**src/rtl/core/three_wire_serial_master_macros.svh**
```systemverilog
// Assertion macros for the three-wire serial master.
// Used by the RTL files that carry assertions; no other dependencies.
`ifndef THREE_WIRE_SERIAL_MASTER_MACROS_SVH
`define THREE_WIRE_SERIAL_MASTER_MACROS_SVH

`ifndef SYNTHESIS
// The expression must never be true outside reset.
`define TWS_ASSERT_NEVER(label, clk, rst_n, expr) \
    label: assert property (@(posedge clk) disable iff (!rst_n) !(expr)) \
        else $error("assertion failed");
// The antecedent implies the consequent in the same cycle.
`define TWS_ASSERT_IMPLIES(label, clk, rst_n, ante, cons) \
    label: assert property (@(posedge clk) disable iff (!rst_n) (ante) |-> (cons)) \
        else $error("assertion failed");
// The antecedent implies the consequent in the next cycle.
`define TWS_ASSERT_NEXT(label, clk, rst_n, ante, cons) \
    label: assert property (@(posedge clk) disable iff (!rst_n) (ante) |=> (cons)) \
        else $error("assertion failed");
`else
`define TWS_ASSERT_NEVER(label, clk, rst_n, expr)
`define TWS_ASSERT_IMPLIES(label, clk, rst_n, ante, cons)
`define TWS_ASSERT_NEXT(label, clk, rst_n, ante, cons)
`endif

`endif

```
**src/rtl/core/tws_pkg.sv**
```systemverilog
// Shared types and constants for the three-wire serial master.
// No dependencies; used by every module of the block.
package tws_pkg;

    // Command codes of an input word; any other code is a plain tick.
    localparam logic [1:0] CMD_WRITE = 2'd1;
    localparam logic [1:0] CMD_READ  = 2'd2;

    // Base values of the command byte and the address mask.
    localparam logic [7:0] CMD_WRITE_BASE = 8'b10000000;
    localparam logic [7:0] CMD_READ_BASE  = 8'b10000001;
    localparam logic [5:0] ADDR_MASK      = 6'h3F;

    // Bit counts that close the send and receive loops.
    localparam logic [4:0] SEND_BITS_READ  = 5'd8;
    localparam logic [4:0] SEND_BITS_WRITE = 5'd16;
    localparam logic [4:0] READ_LAST_BIT   = 5'd7;

    localparam logic [7:0] HALF_PERIOD_RESET = 8'd1;

    // Line phases, one-hot.
    typedef enum logic [7:0] {
        PH_IDLE      = 8'b0000_0001,
        PH_SETUP     = 8'b0000_0010,
        PH_CE_ON     = 8'b0000_0100,
        PH_BIT_LOW   = 8'b0000_1000,
        PH_BIT_HIGH  = 8'b0001_0000,
        PH_READ_LOW  = 8'b0010_0000,
        PH_READ_HIGH = 8'b0100_0000,
        PH_TAIL      = 8'b1000_0000
    } tws_phase_t;

    typedef struct packed {
        tws_phase_t  phase;
        logic [4:0]  bit_count;
        logic [15:0] send_shift;
        logic [7:0]  receive_shift;
        logic        is_read;
        logic [7:0]  tick_count;
    } tws_state_t;

    typedef struct packed {
        logic [1:0] command;
        logic [5:0] reg_address;
        logic [7:0] write_data;
        logic       io_in;
    } tws_in_t;

    typedef struct packed {
        logic       chip_enable;
        logic       serial_clock;
        logic       io_out;
        logic       io_drive;
        logic       busy_res;
        logic       done_res;
        logic [7:0] read_data;
    } tws_out_t;

endpackage

```
**src/rtl/core/tws_step.sv**
```systemverilog
// One tick of the serial master: next state and line levels for one word.
// Depends on tws_pkg.
module tws_step (
    input  tws_pkg::tws_state_t state,
    input  tws_pkg::tws_in_t    item,
    input  logic [7:0]          half_period,
    output tws_pkg::tws_state_t state_next,
    output tws_pkg::tws_out_t   result
);
    import tws_pkg::*;

    logic [7:0] period;
    logic [8:0] tick_plus;
    logic       expired;
    logic       done;
    logic [4:0] bit_inc;
    logic [4:0] send_limit;
    logic [5:0] addr;
    tws_state_t nxt;

    // A period of zero behaves as one.
    assign period    = (half_period == 8'd0) ? 8'd1 : half_period;
    assign tick_plus = {1'b0, state.tick_count} + 9'd1;
    assign expired   = tick_plus >= {1'b0, period};
    assign bit_inc   = state.bit_count + 5'd1;
    assign send_limit = state.is_read ? SEND_BITS_READ : SEND_BITS_WRITE;
    assign addr      = item.reg_address & ADDR_MASK;

    // State update: start from idle, otherwise count ticks and advance the phase.
    always_comb
    begin
        nxt  = state;
        done = 1'b0;
        case (state.phase)
            PH_SETUP, PH_CE_ON, PH_BIT_LOW, PH_BIT_HIGH,
            PH_READ_LOW, PH_READ_HIGH, PH_TAIL:
            begin
                if (!expired)
                begin
                    nxt.tick_count = state.tick_count + 8'd1;
                end
                else
                begin
                    nxt.tick_count = 8'd0;
                    case (state.phase)
                        PH_SETUP:
                            nxt.phase = PH_CE_ON;
                        PH_CE_ON:
                        begin
                            nxt.bit_count = 5'd0;
                            nxt.phase     = PH_BIT_LOW;
                        end
                        PH_BIT_LOW:
                            nxt.phase = PH_BIT_HIGH;
                        PH_BIT_HIGH:
                        begin
                            nxt.bit_count = bit_inc;
                            if (bit_inc < send_limit)
                            begin
                                nxt.phase = PH_BIT_LOW;
                            end
                            else if (state.is_read)
                            begin
                                nxt.bit_count = 5'd0;
                                nxt.phase     = PH_READ_LOW;
                            end
                            else
                            begin
                                nxt.phase = PH_TAIL;
                            end
                        end
                        PH_READ_LOW:
                        begin
                            if (item.io_in)
                            begin
                                nxt.receive_shift[state.bit_count[2:0]] = 1'b1;
                            end
                            if (state.bit_count < READ_LAST_BIT)
                            begin
                                nxt.bit_count = bit_inc;
                                nxt.phase     = PH_READ_HIGH;
                            end
                            else
                            begin
                                nxt.phase = PH_TAIL;
                            end
                        end
                        PH_READ_HIGH:
                            nxt.phase = PH_READ_LOW;
                        PH_TAIL:
                        begin
                            nxt.phase = PH_IDLE;
                            done      = 1'b1;
                        end
                        default:
                            nxt.phase = PH_IDLE;
                    endcase
                end
            end
            default:
            begin
                // Idle, or a code that should never appear: only a start request moves on.
                nxt.phase = PH_IDLE;
                case (item.command)
                    CMD_WRITE:
                    begin
                        nxt.is_read       = 1'b0;
                        nxt.send_shift    = {item.write_data,
                                             CMD_WRITE_BASE | {1'b0, addr, 1'b0}};
                        nxt.receive_shift = 8'd0;
                        nxt.bit_count     = 5'd0;
                        nxt.tick_count    = 8'd0;
                        nxt.phase         = PH_SETUP;
                    end
                    CMD_READ:
                    begin
                        nxt.is_read       = 1'b1;
                        nxt.send_shift    = {8'd0, CMD_READ_BASE | {1'b0, addr, 1'b0}};
                        nxt.receive_shift = 8'd0;
                        nxt.bit_count     = 5'd0;
                        nxt.tick_count    = 8'd0;
                        nxt.phase         = PH_SETUP;
                    end
                    default:
                        nxt.phase = PH_IDLE;
                endcase
            end
        endcase
    end

    assign state_next = nxt;

    // Line levels after the update.
    always_comb
    begin
        result           = '0;
        result.busy_res  = (nxt.phase != PH_IDLE);
        result.done_res  = done;
        result.read_data = (done && nxt.is_read) ? nxt.receive_shift : 8'd0;
        case (nxt.phase)
            PH_SETUP:
                result.io_drive = 1'b1;
            PH_CE_ON:
            begin
                result.chip_enable = 1'b1;
                result.io_drive    = 1'b1;
            end
            PH_BIT_LOW, PH_BIT_HIGH:
            begin
                result.chip_enable  = 1'b1;
                result.io_drive     = 1'b1;
                result.serial_clock = (nxt.phase == PH_BIT_HIGH);
                result.io_out       = nxt.send_shift[nxt.bit_count[3:0]];
            end
            PH_READ_LOW, PH_READ_HIGH:
            begin
                result.chip_enable  = 1'b1;
                result.serial_clock = (nxt.phase == PH_READ_HIGH);
            end
            PH_TAIL:
            begin
                result.chip_enable = 1'b1;
                // A write keeps the last data bit on the line.
                result.io_drive    = !nxt.is_read;
                result.io_out      = !nxt.is_read && nxt.send_shift[15];
            end
            default:
                result.busy_res = 1'b0;
        endcase
    end

endmodule

```
**src/rtl/core/tws_out_buf.sv**
```systemverilog
// Two-entry output stage: result register plus skid register.
// Depends on tws_pkg.
module tws_out_buf (
    input  logic              clk,
    input  logic              rst_n,
    input  logic              push,
    input  tws_pkg::tws_out_t push_word,
    output logic              full,
    output logic              valid,
    input  logic              stall,
    output tws_pkg::tws_out_t word
);
    import tws_pkg::*;

    logic     out_valid_reg, out_valid_next;
    logic     skid_valid_reg, skid_valid_next;
    tws_out_t out_word_reg, out_word_next;
    tws_out_t skid_word_reg, skid_word_next;
    logic     pop;

    assign pop = out_valid_reg && !stall;

    // Fill the result register first; the skid register catches a word while it is held.
    always_comb
    begin
        out_valid_next  = out_valid_reg;
        skid_valid_next = skid_valid_reg;
        out_word_next   = out_word_reg;
        skid_word_next  = skid_word_reg;
        if (!out_valid_reg || pop)
        begin
            if (skid_valid_reg)
            begin
                out_valid_next  = 1'b1;
                out_word_next   = skid_word_reg;
                skid_valid_next = push;
                skid_word_next  = push_word;
            end
            else
            begin
                out_valid_next = push;
                out_word_next  = push_word;
            end
        end
        else if (push)
        begin
            skid_valid_next = 1'b1;
            skid_word_next  = push_word;
        end
    end

    always_ff @(posedge clk or negedge rst_n)
    begin
        if (!rst_n)
        begin
            out_valid_reg  <= 1'b0;
            skid_valid_reg <= 1'b0;
        end
        else
        begin
            out_valid_reg  <= out_valid_next;
            skid_valid_reg <= skid_valid_next;
        end
    end

    always_ff @(posedge clk)
    begin
        out_word_reg  <= out_word_next;
        skid_word_reg <= skid_word_next;
    end

    assign full  = skid_valid_reg;
    assign valid = out_valid_reg;
    assign word  = out_word_reg;

endmodule

```
**src/rtl/core/three_wire_serial_master.sv**
```systemverilog
// Three-wire serial master: one word in, one result word out, registered in the output stage.
// Throughput is one word per cycle while in_stall is low; the phase state updates in a single pass per word.
// Two output registers let a word be taken while one result waits downstream.
// Reset (rst_n, asynchronous, active low) returns to idle and sets the half period to 1.
// Depends on tws_pkg, tws_step, tws_out_buf and the assertion macro header.
`include "three_wire_serial_master_macros.svh"

module three_wire_serial_master (
    input  logic              clk,
    input  logic              rst_n,
    input  logic              cfg_write,
    input  logic [7:0]        cfg_data,
    input  logic              in_valid,
    output logic              in_stall,
    input  tws_pkg::tws_in_t  in_word,
    output logic              out_valid,
    input  logic              out_stall,
    output tws_pkg::tws_out_t out_word
);
    import tws_pkg::*;

    logic       [7:0] half_period_reg;
    tws_state_t state_reg;
    tws_state_t state_next;
    tws_out_t   step_result;
    logic       accept;
    logic       buf_full;

    assign in_stall = buf_full;
    assign accept   = in_valid && !buf_full;

    // Half period register.
    always_ff @(posedge clk or negedge rst_n)
    begin
        if (!rst_n)
        begin
            half_period_reg <= HALF_PERIOD_RESET;
        end
        else if (cfg_write)
        begin
            half_period_reg <= cfg_data;
        end
    end

    // Transaction state advances once per accepted word.
    always_ff @(posedge clk or negedge rst_n)
    begin
        if (!rst_n)
        begin
            state_reg <= '{phase: PH_IDLE, bit_count: 5'd0, send_shift: 16'd0,
                           receive_shift: 8'd0, is_read: 1'b0, tick_count: 8'd0};
        end
        else if (accept)
        begin
            state_reg <= state_next;
        end
    end

    tws_step u_step (
        .state       (state_reg),
        .item        (in_word),
        .half_period (half_period_reg),
        .state_next  (state_next),
        .result      (step_result)
    );

    tws_out_buf u_out_buf (
        .clk       (clk),
        .rst_n     (rst_n),
        .push      (accept),
        .push_word (step_result),
        .full      (buf_full),
        .valid     (out_valid),
        .stall     (out_stall),
        .word      (out_word)
    );

    // The skid register is only ever occupied behind a waiting result.
    `TWS_ASSERT_NEVER(a_skid_behind_out, clk, rst_n, buf_full && !out_valid)
    // A finishing word always reports the block as no longer busy.
    `TWS_ASSERT_IMPLIES(a_done_not_busy, clk, rst_n, accept && step_result.done_res, !step_result.busy_res)
    // Read data appears only on the finishing word.
    `TWS_ASSERT_IMPLIES(a_data_with_done, clk, rst_n, accept && (step_result.read_data != 8'd0), step_result.done_res)
    // The state only moves when a word is taken.
    `TWS_ASSERT_NEXT(a_state_holds, clk, rst_n, !accept, state_reg == $past(state_reg))

endmodule

```
**config.mk**
```make
export PLATFORM = sky130hd
export DESIGN_NAME = three_wire_serial_master
export DESIGN_NICKNAME = d
export VERILOG_FILES = /design/src/rtl/core/tws_pkg.sv /design/src/rtl/core/tws_step.sv /design/src/rtl/core/tws_out_buf.sv /design/src/rtl/core/three_wire_serial_master.sv
export VERILOG_INCLUDE_DIRS = /design/src /design/src/rtl/core
export SDC_FILE = /design/constraint.sdc
export NUM_CORES = 1
export LEC_CHECK = 0
export BUFFER_PORTS_ARGS = -buffer_cell sky130_fd_sc_hd__buf_2
export CORE_AREA = 5 5 145 91
export DETAILED_ROUTE_END_ITERATION = 10
export DIE_AREA = 0 0 150 96
export REMOVE_ABC_BUFFERS = 1
export SLEW_MARGIN = 20
export SYNTH_ARGS = -nofsm -noshare
export SYNTH_HDL_FRONTEND = slang
export SYNTH_HIERARCHICAL = 1
export SYNTH_SLANG_ARGS = --single-unit
```
**constraint.sdc**
```tcl
create_clock -name clk -period 7.3 [get_ports clk]
set_input_delay 0.73 -clock clk [delete_from_list [all_inputs] [get_ports clk]]
set_output_delay 0.73 -clock clk [all_outputs]
set_load 0.005 [all_outputs]
```
==> results of run 1 <==
## where the power goes
group / leakage [nW] / switching [mW] / total, mW / internal [mW]
combinational: 1.52 / 0.294 / 0.535 / 0.241
sequential: 1.02 / 0.0724 / 0.673 / 0.600
clock: 0.150 / 0.194 / 0.464 / 0.271
## worst paths after layout
path / start / end / slack (ns) / cells after the start
max: state_reg[0]$_DFFE_PN0P_ / u_out_buf/word[11]$_DFFE_PP_ / 2.14 / 17
min: state_reg[24]$_DFFE_PN0P_ / state_reg[24]$_DFFE_PN0P_ / 0.50 / 1
max reg2reg: state_reg[0]$_DFFE_PN0P_ / u_out_buf/word[11]$_DFFE_PP_ / 2.14 / 17
min reg2reg: state_reg[24]$_DFFE_PN0P_ / state_reg[24]$_DFFE_PN0P_ / 0.50 / 1
max in group asynchronous: rst_n / state_reg[8]$_DFFE_PN0P_ / 6.26 / 2
min in group asynchronous: rst_n / half_period_reg[2]$_DFFE_PN0P_ / 0.55 / 2
## layer usage
layer / global-route usage / up-vias / part of all wire
li1: - / 1720 / -
met1: 0.247 / 1715 / 0.54
met2: 0.240 / 80 / 0.41
met3: 0.0334 / 6 / 0.051
met4: 0.0388 / 0 / 0.0069
met5: 0 / - / 0
## critical path, delay by kind of cell, from the launching register on
| family | cells | cell delay [ns] |
|---|---|---|
| buffers and inverters | 1 | 0.31 |
| DFF | 1 | 0.44 |
| xor gates and xnor gates | 1 | 0.16 |
| and+or+nand+nor | 4 | 0.61 |
| muxes | 3 | 0.92 |
| AOI/OAI and AO/OA | 6 | 1.92 |
| adders and majority gates | 2 | 0.55 |
## stage by stage
stage | cell area, sq um | total power, mW
detailed placement | 5410 | 1.21
floorplan | 4930 | 1.04
global placement | 5410 | 1.20
finish | 5710 | 1.67
global route | 5710 | 1.78
CTS | 5710 | 1.69
## final cells by class
cell class                      instances  area, sq um
Clock buffer                            9          225
Clock inverter                          7         80.1
Timing Repair Buffer                   50          263
Sequential cell                        84         2240
Fill cell                            1091         6080
Inverter                               18         67.6
Multi-Input combinational cell        331         2630
Tap cell                              165          206
## logic make-up after synthesis
kind of cell | Yosys count | share of synthesized area
AOI/OAI and AO/OA | 66 | 0.0888
xor gates and xnor gates | 11 | 0.0187
muxes | 84 | 0.207
adders and majority gates | 14 | 0.0340
and+or+nand+nor | 156 | 0.159
buffers and inverters | 47 | 0.0575
DFF | 84 | 0.435
## placed cells by master, fill, tap and decap left out, types with 5 or more instances in the layout
cell        n
dfrtp_1    54
nand2_1    54
buf_2      45
mux2_4     37
mux2_2     34
edfxtp_1   28
nor2_1     23
inv_1      17
nand3_1    17
o21ai_0    14
ha_1       14
a21oi_1    13
mux2i_1    13
and3_1     10
clkbuf_16   9
nand2b_1    9
nor2b_1     9
a22o_1      8
xnor2_1     6
buf_4       5
xor2_1      5
nor3_1      5
nor4b_1     5
o31ai_1     5
==> results.yml, run 1 <==
timing:
  finClkSkew_ns: 0.00750
  period_share: 0.707
  layout_min_cycle_time_ns: 5.16
  hold_viol_final: 0
  max_freq_mhz: 194
  slew_headroom: 0.370
  setup_ws_ns: 2.14
  timing.setup.tns_ns: 0
  grt_setup_unrepaired: "no"
  slew_violations: 0
  worstMarginPinSlew_ns: 0.944
  setup_violations: 0
  hold_ws_ns: 0.504
routing:
  routed_via_density: 5.30
  postRouteAntennaNets: 0
  vias: 3521
  routedWlPerCell_microns: 16.6
  drt_iter0_markers: 246
  drc: 0
  wl_microns: 11000
  first_pass_iters: 4
synthesis:
  synth.area.top_cells: "dfrtp_1 (26%), edfxtp_1 (16%), mux2_4 (11%)"
  synth.distinct_cells: 62
  syn_inst: 462
  ys_seq_area_frac: 0.435
  synth_top_cell_by_area: "dfrtp_1"
  synth.ff_latch_count: 84
  async_reset_ff_frac: 0.667
  synth-edff-count: 28
  post-synth-top-area-fraction: 0.262
  synthTopCellsByCount: "dfrtp_1 (54), nand2_1 (54), mux2_4 (37), mux2_2 (34), edfxtp_1 (28)"
  syn_area_sq_um: 5160
  syn_avg_cell_area_sq_um: 11.2
  ys.flop_type: "dfrtp_1"
  synth_warnings: 6
global_routing:
  grt_pass1_vias: 3545
  antenna_found_initial: 0
  grt_max_degree: 57
  grt_pass1_wl_microns: 18500
  grtUsageTotal: 0.164
  overflow: 0
worst_setup_path:
  worstPathCellList: "ha_1, and3_1, nand3_1, xnor2_1, ha_1, a211oi_1, nand2_1, a221o_1, a41oi_2, buf_4, nor4_2, a22oi_2, mux2_4, mux2_2, a2111oi_1, o31ai_1, mux2_2"
  crit_path_max_fanout: 26
  arrival_ns: 5.25
  critPathLaunchType: "register"
  cp.required_ns: 7.39
  slowest_stage: "a22oi_2"
  cp_slowest_stage_delay_ns: 0.52
  crit_type: "reg2reg"
  crit_path_end_kind: "register"
cells_and_area:
  final_util: 0.484
  antenna_cells: 0
  largest_reg_flops: 46
  final_cells: 664
  area_growth_pct: 10.7
  layout-drive-gt1-share: 0.303
  nNetsFinal: 538
clock_tree:
  cts-resized-gates: 0
  post-cts-setup-buffers: 0
  cts.hold.buffers_added: 0
  cts_sinks: 84
  clock_latency_ns: 0.33
  cts_tree: "yes"
  path_clk_slew_ns: 0.07
  clock-root-buffer: "clkbuf_16"
  htree_levels: 3
  clockBufferDepth: 2
  cts_buffers: 9
placed_design:
  gp_routability_congestion: 0.812
  place_inst: 648
  portBuffers: 45
  pre_cts_slack_ns: 2.23
  dp_hpwl_microns: 7710
die:
  die_area_sq_um: 14400
  dieWidth_microns: 150
  rows: 31
  initial_utilization: 0.438
  core_sq_um: 11800
  io_pins: 46
  die_height_microns: 96
hold_path:
  hold_class: "reg2reg"
pwr:
  power.density_nw_per_um2: 293
  peakVddDrop_uv: 147
  p_leak_nw: 2.70
job:
  drv_cap: 0
run_status:
  outcome: "completed"
Note: power is estimated with default switching activity, not from simulation.
==> run 2: changes to the inputs <==
==> constraint.sdc (replaced) <==
create_clock -name clk -period 4.5 [get_ports clk]
set_input_delay 0.45 -clock clk [delete_from_list [all_inputs] [get_ports clk]]
set_output_delay 0.45 -clock clk [all_outputs]
set_load 0.005 [all_outputs]
==> run 2 against run 1 <==
Net effect:
- first-iteration DRC count grew 9.3%
- via count grew 1.9%
- combinational power rose by 73%
- maximum frequency increased by 19%
- clock power grew 48%
- final area grew 1.9%
- wire length rose by 2.9%
- power rose by 61%
- clock skew rose by 0.0035 ns
- non-clock buffer count is 10 higher
- critical path type unchanged
- critical endpoint unchanged
- largest power group unchanged
==> results.yml, run 2 (synthesized netlist as in run 1, its figures left out) <==
die:
  die_area_sq_um: 14400
  initial_utilization: 0.438
  io_pins: 46
  core_sq_um: 11800
  dieWidth_microns: 150
  die_height_microns: 96
  rows: 31
timing:
  worstMarginPinSlew_ns: 0.964
  slew_headroom: 0.357
  slew_violations: 0
  timing.setup.tns_ns: 0
  hold_ws_ns: 0.267
  hold_viol_final: 0
  setup_violations: 0
  max_freq_mhz: 231
  finClkSkew_ns: 0.0110
  period_share: 0.960
  setup_ws_ns: 0.179
  layout_min_cycle_time_ns: 4.32
worst_setup_path:
  crit_path_end_kind: "register"
  cp.required_ns: 4.59
  crit_path_max_fanout: 8
  crit_type: "reg2reg"
  rr_startpoint: "state_reg[1]$_DFFE_PN0P_"
  critPathLaunchType: "register"
  arrival_ns: 4.41
  cp-startpoint: "state_reg[1]$_DFFE_PN0P_"
cells_and_area:
  largest_reg_flops: 46
  n_fill_cell: 1105
  mostFrequentLayoutCell: "nand2_1"
  layout-drive-gt1-share: 0.332
  final_cells: 674
  layout_common_cells: "nand2_1 (54), dfrtp_1 (53), buf_2 (45), mux2_4 (37), mux2_2 (34)"
  area_growth_pct: 12.9
  stdcell_area_sq_um: 5820
  antenna_cells: 0
  final_util: 0.494
  nNetsFinal: 548
job:
  drv_cap: 0
routing:
  vias: 3587
  routedWlPerCell_microns: 16.8
  postRouteAntennaNets: 0
  drc: 0
  wl_microns: 11300
  drt_iter0_markers: 269
  routed_via_density: 5.32
  first_pass_iters: 5
placed_design:
  gp_routability_congestion: 0.874
  portBuffers: 45
  dp_hpwl_microns: 7950
  placement.cell_area_sq_um: 5480
  place_inst: 658
  pre_cts_slack_ns: 0.0545
hold_path:
  hold_class: "in2async"
pwr:
  totalPowerFinal_mw: 2.70
  peakVddDrop_uv: 211
  p_leak_nw: 2.73
  power.density_nw_per_um2: 464
clock_tree:
  cts_sinks: 84
  clock_latency_ns: 0.34
  cts_tree: "yes"
  htree_levels: 3
  clockBufferDepth: 2
  clock-root-buffer: "clkbuf_16"
  cts.hold.buffers_added: 0
  path_clk_slew_ns: 0.07
  cts_buffers: 9
global_routing:
  grt_max_degree: 57
  antenna_found_initial: 0
  grtUsageTotal: 0.166
  overflow: 0
  grt_pass1_wl_microns: 18700
  grt_pass1_vias: 3611
run_status:
  outcome: "completed"
run 2: cell types whose count changed in the layout (fill, tap and decap cells not counted), sizes merged:
cell	change
buf	+10
clkinvlp	+4
inv	-3
bufinv	-1
run 2: routing by layer:
metal / up-vias / global-route usage / wire length, microns
li1: 1748 / - / -
met2: 96 / 0.240 / 4660
met4: 0 / 0.0441 / 83
met3: 10 / 0.0419 / 646
met1: 1733 / 0.248 / 5940
met5: - / 0 / 0
run 2: worst paths after layout:
path                       slack [ns]                              to  cells past startpoint
max                              0.18    u_out_buf/word[11]$_DFFE_PP_                     17
min                              0.27  half_period_reg[5]$_DFFE_PN0P_                      2
max reg2reg                      0.18    u_out_buf/word[11]$_DFFE_PP_                     17
min reg2reg                      0.51  half_period_reg[1]$_DFFE_PN0P_                      1
max in group asynchronous        3.72        state_reg[1]$_DFFE_PN0P_                      2
min in group clk                 0.34  half_period_reg[5]$_DFFE_PN0P_                      2
run 2: repair_timing:
action / in CTS / in global routing
resized for setup: 0 / 12
setup endpoints to repair: 0 / 5
buffers inserted: 0 / 0
run 2: where the power goes:
group          internal (mW)  switching [mW]  total (mW)
logic                  0.417           0.509       0.926
registers              0.975           0.111        1.09
clock network          0.375           0.312       0.687
run 2: final cells by class:
type | instances | area (sq um) | share of cell area
clock buffers | 9 | 225 | 0.0387
clock inverters | 7 | 51.3 | 0.00881
inverters | 18 | 67.6 | 0.0116
multi-input cells | 331 | 2680 | 0.459
flip-flops and latches | 84 | 2250 | 0.386
well taps | 165 | 206 | 0.0355
repair buffers | 60 | 350 | 0.0602
run 2: critical path, stage by stage (launching register included):
cell and delay (ns):
dfrtp_2 0.41, ha_4 0.16, and3_2 0.23, nand3_2 0.13
xnor2_2 0.16, ha_1 0.30, a211oi_1 0.27, nand2_1 0.08
a221o_1 0.38, a41oi_4 0.27, o21a_2 0.22, a22oi_2 0.10
buf_4 0.21, mux2i_1 0.12, mux2_2 0.28, a2111oi_2 0.33
o31ai_1 0.14, mux2_2 0.27
